==> config.mk <==
export PLATFORM = sky130hd
export DESIGN_NAME = wdg_ram
export DESIGN_NICKNAME = d
export VERILOG_FILES = /design/src/hw/rtl/wdg_ram.sv
export SDC_FILE = /design/constraint.sdc
export NUM_CORES = 1
export LEC_CHECK = 0
export ABC_AREA = 1
export BUFFER_PORTS_ARGS = -buffer_cell sky130_fd_sc_hd__buf_2
export CELL_PAD_IN_SITES_DETAIL_PLACEMENT = 1
export CELL_PAD_IN_SITES_GLOBAL_PLACEMENT = 1
export CORE_MARGIN = 2
export CORE_UTILIZATION = 57
export CTS_BUF_LIST = sky130_fd_sc_hd__clkbuf_8
export DETAILED_ROUTE_END_ITERATION = 8
export GPL_TIMING_DRIVEN = 0
export PLACE_DENSITY = 0.95
export SKIP_CTS_REPAIR_TIMING = 1
export SYNTH_ARGS = -nofsm -noshare
export SYNTH_HDL_FRONTEND = slang
export SYNTH_SLANG_ARGS = --single-unit
==> constraint.sdc <==
create_clock -name clk -period 3.6 [get_ports clk]
set_clock_uncertainty 0.15 [all_clocks]
set_input_delay 0.72 -clock clk [delete_from_list [all_inputs] [get_ports clk]]
set_output_delay 0.72 -clock clk [all_outputs]
set_load 0.02 [all_outputs]
==> src/hw/rtl/wdg_ram.sv <==
// ----------------------------------------------------------------------------
// Generic single-port-write RAM
// One write port and one read port, read data registered.
// ----------------------------------------------------------------------------
module wdg_ram #(
	parameter int WIDTH = 8,
	parameter int DEPTH = 32
) (
	input  logic                     clk,
	input  logic                     we,
	input  logic [$clog2(DEPTH)-1:0] waddr,
	input  logic [WIDTH-1:0]         wdata,
	input  logic [$clog2(DEPTH)-1:0] raddr,
	output logic [WIDTH-1:0]         rdata
);

	logic [WIDTH-1:0] mem [DEPTH];

	always_ff @(posedge clk) begin
		if (we) begin
			mem[waddr] <= wdata;
		end
		rdata <= mem[raddr];
	end

endmodule

Word level (Yosys, flattened, before mapping)
Memory sizes are Yosys's and may differ from the RTL's. A register that Yosys moved wholly into a read port is not among the register bits. Cells that the tools add are included.

Logic and storage cells: 3. Bits in registers: 0. Memories: 1. Bits of input ports: 20. Memory bits (writable): 256. Output and inout port bits: 8.

Multiplexer cells: 2.

Memory list: mem (words 32, width 8, rd ports 1, clocked after Yosys merged registers in 1, wr ports 1, line 17) `logic [WIDTH-1:0] mem [DEPTH];`.

Operators with widths (count): two-way mux 1 bit (2).

Depth between registers and ports, before layout
Gate-level depths: netlist of the first run.

Depth after elaboration: 2. Depth in mapped cells: 11. Depth with buffers taken out: 9.

Worst setup path before layout of the first run
OpenSTA, ideal clock, no wires.

Path kind: input-to-reg. Start point: input port waddr[0]. End point: memory mem[0][0], enable pin. Setup time: 0.370 ns. Stages: 3. Data required time: 3.080 ns. Path slack: 1.696 ns. Data arrival time: 1.384 ns. Cells stage by stage: inv_1 nand3_1 nor2_1.

RTL lines: start: declaration (line 11) `input logic [$clog2(DEPTH)-1:0] waddr,`; end: declaration (line 17).

No word-level cell before the write port.

Final worst setup path of the first run
Start point: input port we. End point: memory mem[3][6], enable pin.

Cells in the longest elaborated chain, start to end: 2.

RTL lines: start: declaration (line 10) `input logic we,`; two-way mux 1 bit (line 20) `if (we) begin`; two-way mux 1 bit (not written as such) (line 21) `mem[waddr] <= wdata;`.

No other way between the ends.

==> flow_summary_export.csv, run 1 <==
group,metric,value,unit
critical_path,cp.arrival,2.30,ns
layout,layout-drive-gt1-share,0.1155,
cts,cts_tree,"yes",
cts,ctsHtreeMaxLevel,2,
synth,postSynthRegisterBits,264,
routing,final_antenna_net_count,0,
global_routing,wire_length_of_the_first_global_routing_pass,53440,um
cts,cts_num_sinks,264,
layout,antenna-diode-count,0,
sta,fin_tns_setup,0,ns
global_routing,antenna_found_initial,0,
global_routing,grt_remaining_overflow,0,
placement,placed_cells,1180,
sta,slew_headroom,0.2582,
power,leakagePower,4.539,nW
cts,clk_pin_slew,0.06,ns
cts,cts_buffers,43,
sta,setup_repair_after_global_routing_missed_its_margin,"no",
synth,synth.top_cells.by_area,"sky130_fd_sc_hd__edfxtp_1 (71%), sky130_fd_sc_hd__nand2_1 (13%), sky130_fd_sc_hd__nand3_1 (9.5%)",
global_routing,grt_start_max_net_pins,33,
synth,post_synth_num_cell_types,12,
synth,synth_enable_flop_cells,256,
sta,timing_hold_violations_final,0,
power,fin_total_pwr,6.311,mW
sta,min_period_over_period,0.6356,
die,num_io_pins,28,
layout,final_nets,1011,
routing,route.vias.total,8203,
routing,dr.pass1.iters,5,
job,maxCapViolCount,0,
routing,avgViaCountPerCell,6.531,
synth,synth_top_area_cell,"sky130_fd_sc_hd__edfxtp_1",
synth,synth_most_common_cell,"sky130_fd_sc_hd__nand2_1",
sta,layout_setup_ws,1.312,ns
hold_path,worst_hold_path_type,"in2reg",
routing,detailedRoute.firstIterationViolations,1197,
routing,drc_errors,0,
synth,post_synth_instance_area,10790,sq um
die,core_area,18640,sq um
power,pwr_density_cell,528.6,nW/um^2
layout,final_cell_count_no_fill,1256,
layout,areaGrowthSynthToFinish,10.69,%
critical_path,timing.critical_path.fanout_max,8,
placement,placement.setup.worst_slack,0.9009,ns
critical_path,slowest_stage,"sky130_fd_sc_hd__nor2_1",
synth,per_instance_average_area_after_synthesis,11.70,sq um
cts,worst_skew_pair.late_latency,0.56,ns
cts,cts_root_buffer,"sky130_fd_sc_hd__clkbuf_8",
global_routing,first_global_vias,8565,
die,number_of_core_rows,50,
critical_path,setup.worst_path.start_class,"input port",
layout,postLayoutCoreUtil,0.6405,
placement,dpl.hpwl,21870,um
die,die-height,141.6,um
routing,wirelength,36070,um
sta,achievable-frequency,0.4370,GHz
synth,ys.warnings.count,0,
synth,synthFlopType,"sky130_fd_sc_hd__edfxtp_1",
sta,worstMarginPinSlew,1.109,ns
critical_path,worstSetupPathType,"in2reg",
synth,postSynthNetCount,942,
routing,wl_per_cell,28.72,um
layout,stdcell_area,11940,sq um
synth,yosys-top-cells-count,"sky130_fd_sc_hd__nand2_1 (360), sky130_fd_sc_hd__edfxtp_1 (256), sky130_fd_sc_hd__nand3_1 (204)",
sta,setup_viol,0,
critical_path,end_kind,"flop",
power,vdd_drop_max,0.0003181,V
critical_path,critical_path.max_stage_delay,0.98,ns
sta,timing.hold.ws,0.4376,ns
synth,post_synthesis_sequential_area_ratio,0.7275,
critical_path,timing.critical_path.cells,"buf_2 -> nand3_1 -> nor2_1",
outcome,status,"finished, final reports clean",
synth,cell_count_after_synthesis,922,
sta,report.final.slew_viol_count,0,
placement,placed_area,11200,sq um
critical_path,path_buf_inv,1,
critical_path,timing.critical_path.required,3.61,ns
placement,globalplace.congestion,0.8867,
global_routing,grt_util_all_layers,0.3690,
die,initial_utilization,0.5786,
placement,buffer_ports.inserted,24,
synth,asyncSetResetFlopFracSynth,0,
synth,synth_top_cell_area_share,0.7127,
sta,timing.final.crit_period,2.288,ns
critical_path,critical-path-top-delay-family,"simple AND/OR/NAND/NOR gates",
die,chipWidth,141.6,um
cts,clock_tree.buffer_depth,3,
die,floorplan.die_area,20040,sq um
-- cells in the final DEF (no fill, tap or decap), drive strengths merged --
cell type,instances
buf,69
inv,25
edfxtp,256
clkinv,16
nand2,360
dfxtp,8
nor2,32
clkbuf,52
nand3,204
-- where the power goes --
| group | switching, mW | internal (mW) |
|---|---|---|
| sequential | 0.0139 | 3.42 |
| combinational | 0.388 | 0.126 |
| clock | 1.21 | 1.15 |
| total | 1.62 | 4.69 |
-- routing by layer --
| metal | part of all wire | vias to the layer above | global-route usage |
|---|---|---|---|
| met1 | 0.36 | 3994 | 0.4757 |
| li1 | - | 3348 | - |
| met3 | 0.11 | 185 | 0.08167 |
| met4 | 0.056 | 0 | 0.1816 |
| met5 | 0 | - | 0 |
| met2 | 0.47 | 676 | 0.5991 |
-- cell families after synthesis --
group | share of synthesized area
AND/OR/NAND/NOR | 0.2311
flip-flops | 0.7275
buffers and inverters | 0.04141
-- layout make-up --
type / count / area (sq um)
inverters: 10 / 37.54
multi-input cells: 596 / 2492
well taps: 234 / 292.8
clock buffers: 45 / 619.3
repair buffers: 24 / 120.1
plain buffers: 52 / 409.1
fillers: 1938 / 6703
clock inverters: 31 / 121.4
flip-flops and latches: 264 / 7848
-- flip-flops by register name, indices dropped and copies added, names as in the netlist --
| register | flops |
|---|---|
| mem | 256 |
| rdata | 8 |
-- path summary, 6_finish.rpt --
path,slack [ns],cells after the start,startpoint,end
setup reg to reg,2.06,8,mem[12][5],rdata[5]
hold / removal,0.44,3,raddr[4],rdata[5]
hold reg to reg,0.70,8,mem[11][6],rdata[6]
setup / recovery,1.31,3,we,mem[3][6]
-- worst register-to-register path, delay by kind of cell (launching register included) --
family	cells	cell delay [ns]
simple gates	8	0.88
flops	1	0.39
Power figures use the tool's default switching activity.
==> inputs of run 2 (changes only) <==
CORE_UTILIZATION = 53   (was 57)
PLACE_DENSITY = 0.93   (was 0.95)
clock period = 2.2 ns   (was 3.6 ns; I/O delays follow)
==> run 2 against run 1 <==
Net effect:
- sequential power rose by 64%
- sequential share of layout area fell by 0.72 points
- design area rose by 1.1%
- largest cell class unchanged
- highest routed layer unchanged
- largest power group unchanged
- register-to-register slack got worse by 1.4 ns
- global-route usage fell by 5.7 points
==> flow_summary_export.csv, run 2 (synthesis gave the netlist of run 1 again) <==
group,metric,value,unit
outcome,status,"finished, final reports clean",
routing,route.vias.total,7812,
critical_path,timing.critical_path.cells,"buf_2 -> inv_2 -> buf_1 -> nand3_1 -> nand3_1 -> nand2_1 -> nand2_1 -> nand2_1 -> nand2_1 -> nand2_1",
placement,placed_cells,1216,
critical_path,critical-path-top-delay-family,"buffers and inverters",
critical_path,cp.arrival,2.28,ns
global_routing,wire_length_of_the_first_global_routing_pass,49840,um
routing,drc_errors,0,
power,leakagePower,4.572,nW
critical_path,timing.critical_path.required,2.46,ns
layout,antenna-diode-count,0,
placement,globalplace.congestion,0.8762,
placement,placed_area,11240,sq um
placement,buffer_ports.inserted,24,
power,pwr_density_cell,877.5,nW/um^2
critical_path,timing.critical_path.fanout_max,10,
layout,final_common_cell,"sky130_fd_sc_hd__nand2_1",
power,vdd_drop_max,0.0005672,V
routing,avgViaCountPerCell,6.056,
routing,wl_per_cell,25.59,um
sta,layout_setup_ws,0.1801,ns
die,num_io_pins,28,
cts,cts_root_buffer,"sky130_fd_sc_hd__clkbuf_8",
sta,fin_tns_setup,0,ns
global_routing,grt_start_max_net_pins,33,
sta,report.final.slew_viol_count,0,
cts,cts_tree,"yes",
critical_path,setup.worst_path.start_class,"input port",
layout,layout_common_cells,"sky130_fd_sc_hd__nand2_1 (360), sky130_fd_sc_hd__edfxtp_1 (256), sky130_fd_sc_hd__nand3_1 (204)",
sta,setup_repair_after_global_routing_missed_its_margin,"no",
global_routing,first_global_vias,8376,
cts,cts_buffers,42,
layout,stdcell_area,12070,sq um
placement,dpl.hpwl,21350,um
routing,detailedRoute.firstIterationViolations,864,
global_routing,grt_remaining_overflow,0,
sta,worstMarginPinSlew,1.104,ns
die,chipWidth,146.7,um
layout,layout-drive-gt1-share,0.1225,
cts,clock_tree.buffer_depth,3,
sta,setup_viol,0,
critical_path,slowest_stage,"sky130_fd_sc_hd__buf_1",
placement,placement.setup.worst_slack,-0.2136,ns
global_routing,grt_util_all_layers,0.3123,
die,floorplan.die_area,21510,sq um
layout,largestRegisters,"mem (256), rdata (8)",
sta,timing.final.crit_period,2.020,ns
cts,worst_skew_pair.late_latency,0.56,ns
global_routing,antenna_found_initial,0,
layout,areaGrowthSynthToFinish,11.91,%
sta,slew_headroom,0.2615,
hold_path,worst_hold_path_type,"in2reg",
sta,min_period_over_period,0.9181,
layout,final_nets,1010,
critical_path,critical_path.max_stage_delay,0.66,ns
job,maxCapViolCount,0,
layout,final_cell_count_no_fill,1290,
global_routing,routing_usage_on_met2,0.5204,
die,core_area,20100,sq um
cts,ctsHtreeMaxLevel,2,
die,initial_utilization,0.5365,
layout,registers.top_by_ff_count,"mem",
sta,achievable-frequency,0.4951,GHz
critical_path,path_buf_inv,3,
critical_path,worstSetupPathType,"in2reg",
routing,wirelength,33020,um
global_routing,most_heavily_used_metal_layer_in_global_routing,"met2",
routing,dr.pass1.iters,5,
critical_path,end_kind,"flop",
die,die-height,146.7,um
global_routing,grt_use_met3,0.06500,
critical_path,timing.critical_path.mode_cell,"sky130_fd_sc_hd__nand2_1",
routing,final_antenna_net_count,0,
sta,timing_hold_violations_final,0,
die,number_of_core_rows,52,
global_routing,groute.layer.met1.usage,0.3976,
layout,max_reg_flops,256,
cts,clk_pin_slew,0.06,ns
cts,cts_num_sinks,264,
[run 2: changes by cell type in the layout (fill, tap and decap cells not counted)]
cell and change:
sky130_fd_sc_hd__bufinv_16 +2, sky130_fd_sc_hd__clkbuf_8 +3, sky130_fd_sc_hd__clkinv_1 -8, sky130_fd_sc_hd__clkinv_2 -1, sky130_fd_sc_hd__clkinvlp_4 +2, sky130_fd_sc_hd__inv_1 -1
sky130_fd_sc_hd__inv_6 +1
[run 2: power by group]
group | leakage, nW | switching [mW] | total, mW | internal, mW
Combinational | 1.73 | 0.605 | 0.811 | 0.206
Clock | 0.471 | 1.94 | 4.17 | 2.23
Sequential | 2.37 | 0.0207 | 5.61 | 5.59
Total | 4.57 | 2.56 | 10.6 | 8.03
[run 2: worst paths after layout]
kind | from | endpoint | slack [ns] | cells past startpoint
setup / recovery | raddr[1] | rdata[7] | 0.18 | 10
hold / removal | raddr[4] | rdata[4] | 0.21 | 3
setup reg to reg | mem[4][3] | rdata[3] | 0.71 | 8
hold reg to reg | mem[9][6] | rdata[6] | 0.74 | 8
[run 2: through the flow]
stage | util | power, mW | hold WS (ns)
floorplan | - | 6.137 | 0.3889
global placement | 0.5593 | 6.428 | 0.6490
detailed placement | 0.5593 | 6.489 | 0.7067
CTS | 0.6004 | 10.56 | 0.2117
global route | 0.6004 | 10.85 | 0.2402
finish | 0.6004 | 10.59 | 0.2110
[run 2: metal layers]
layer	share of wire	routed length, um
met5	0	0
met4	0.042	1395
met3	0.085	2820
met2	0.49	16150
met1	0.38	12650
[run 2: area by class of cell]
cell class	count	area [sq um]
fillers	2068	8033
flip-flops and latches	264	7848
multi-input cells	596	2492
clock buffers	48	660.6
plain buffers	52	409.1
well taps	270	337.8
clock inverters	26	166.4
repair buffers	24	120.1
inverters	10	37.54
[run 2: worst register-to-register path, delay by kind of cell, from the launching register on]
kind	cells	cell delay (ns)
and+or+nand+nor	8	0.82
DFF	1	0.39
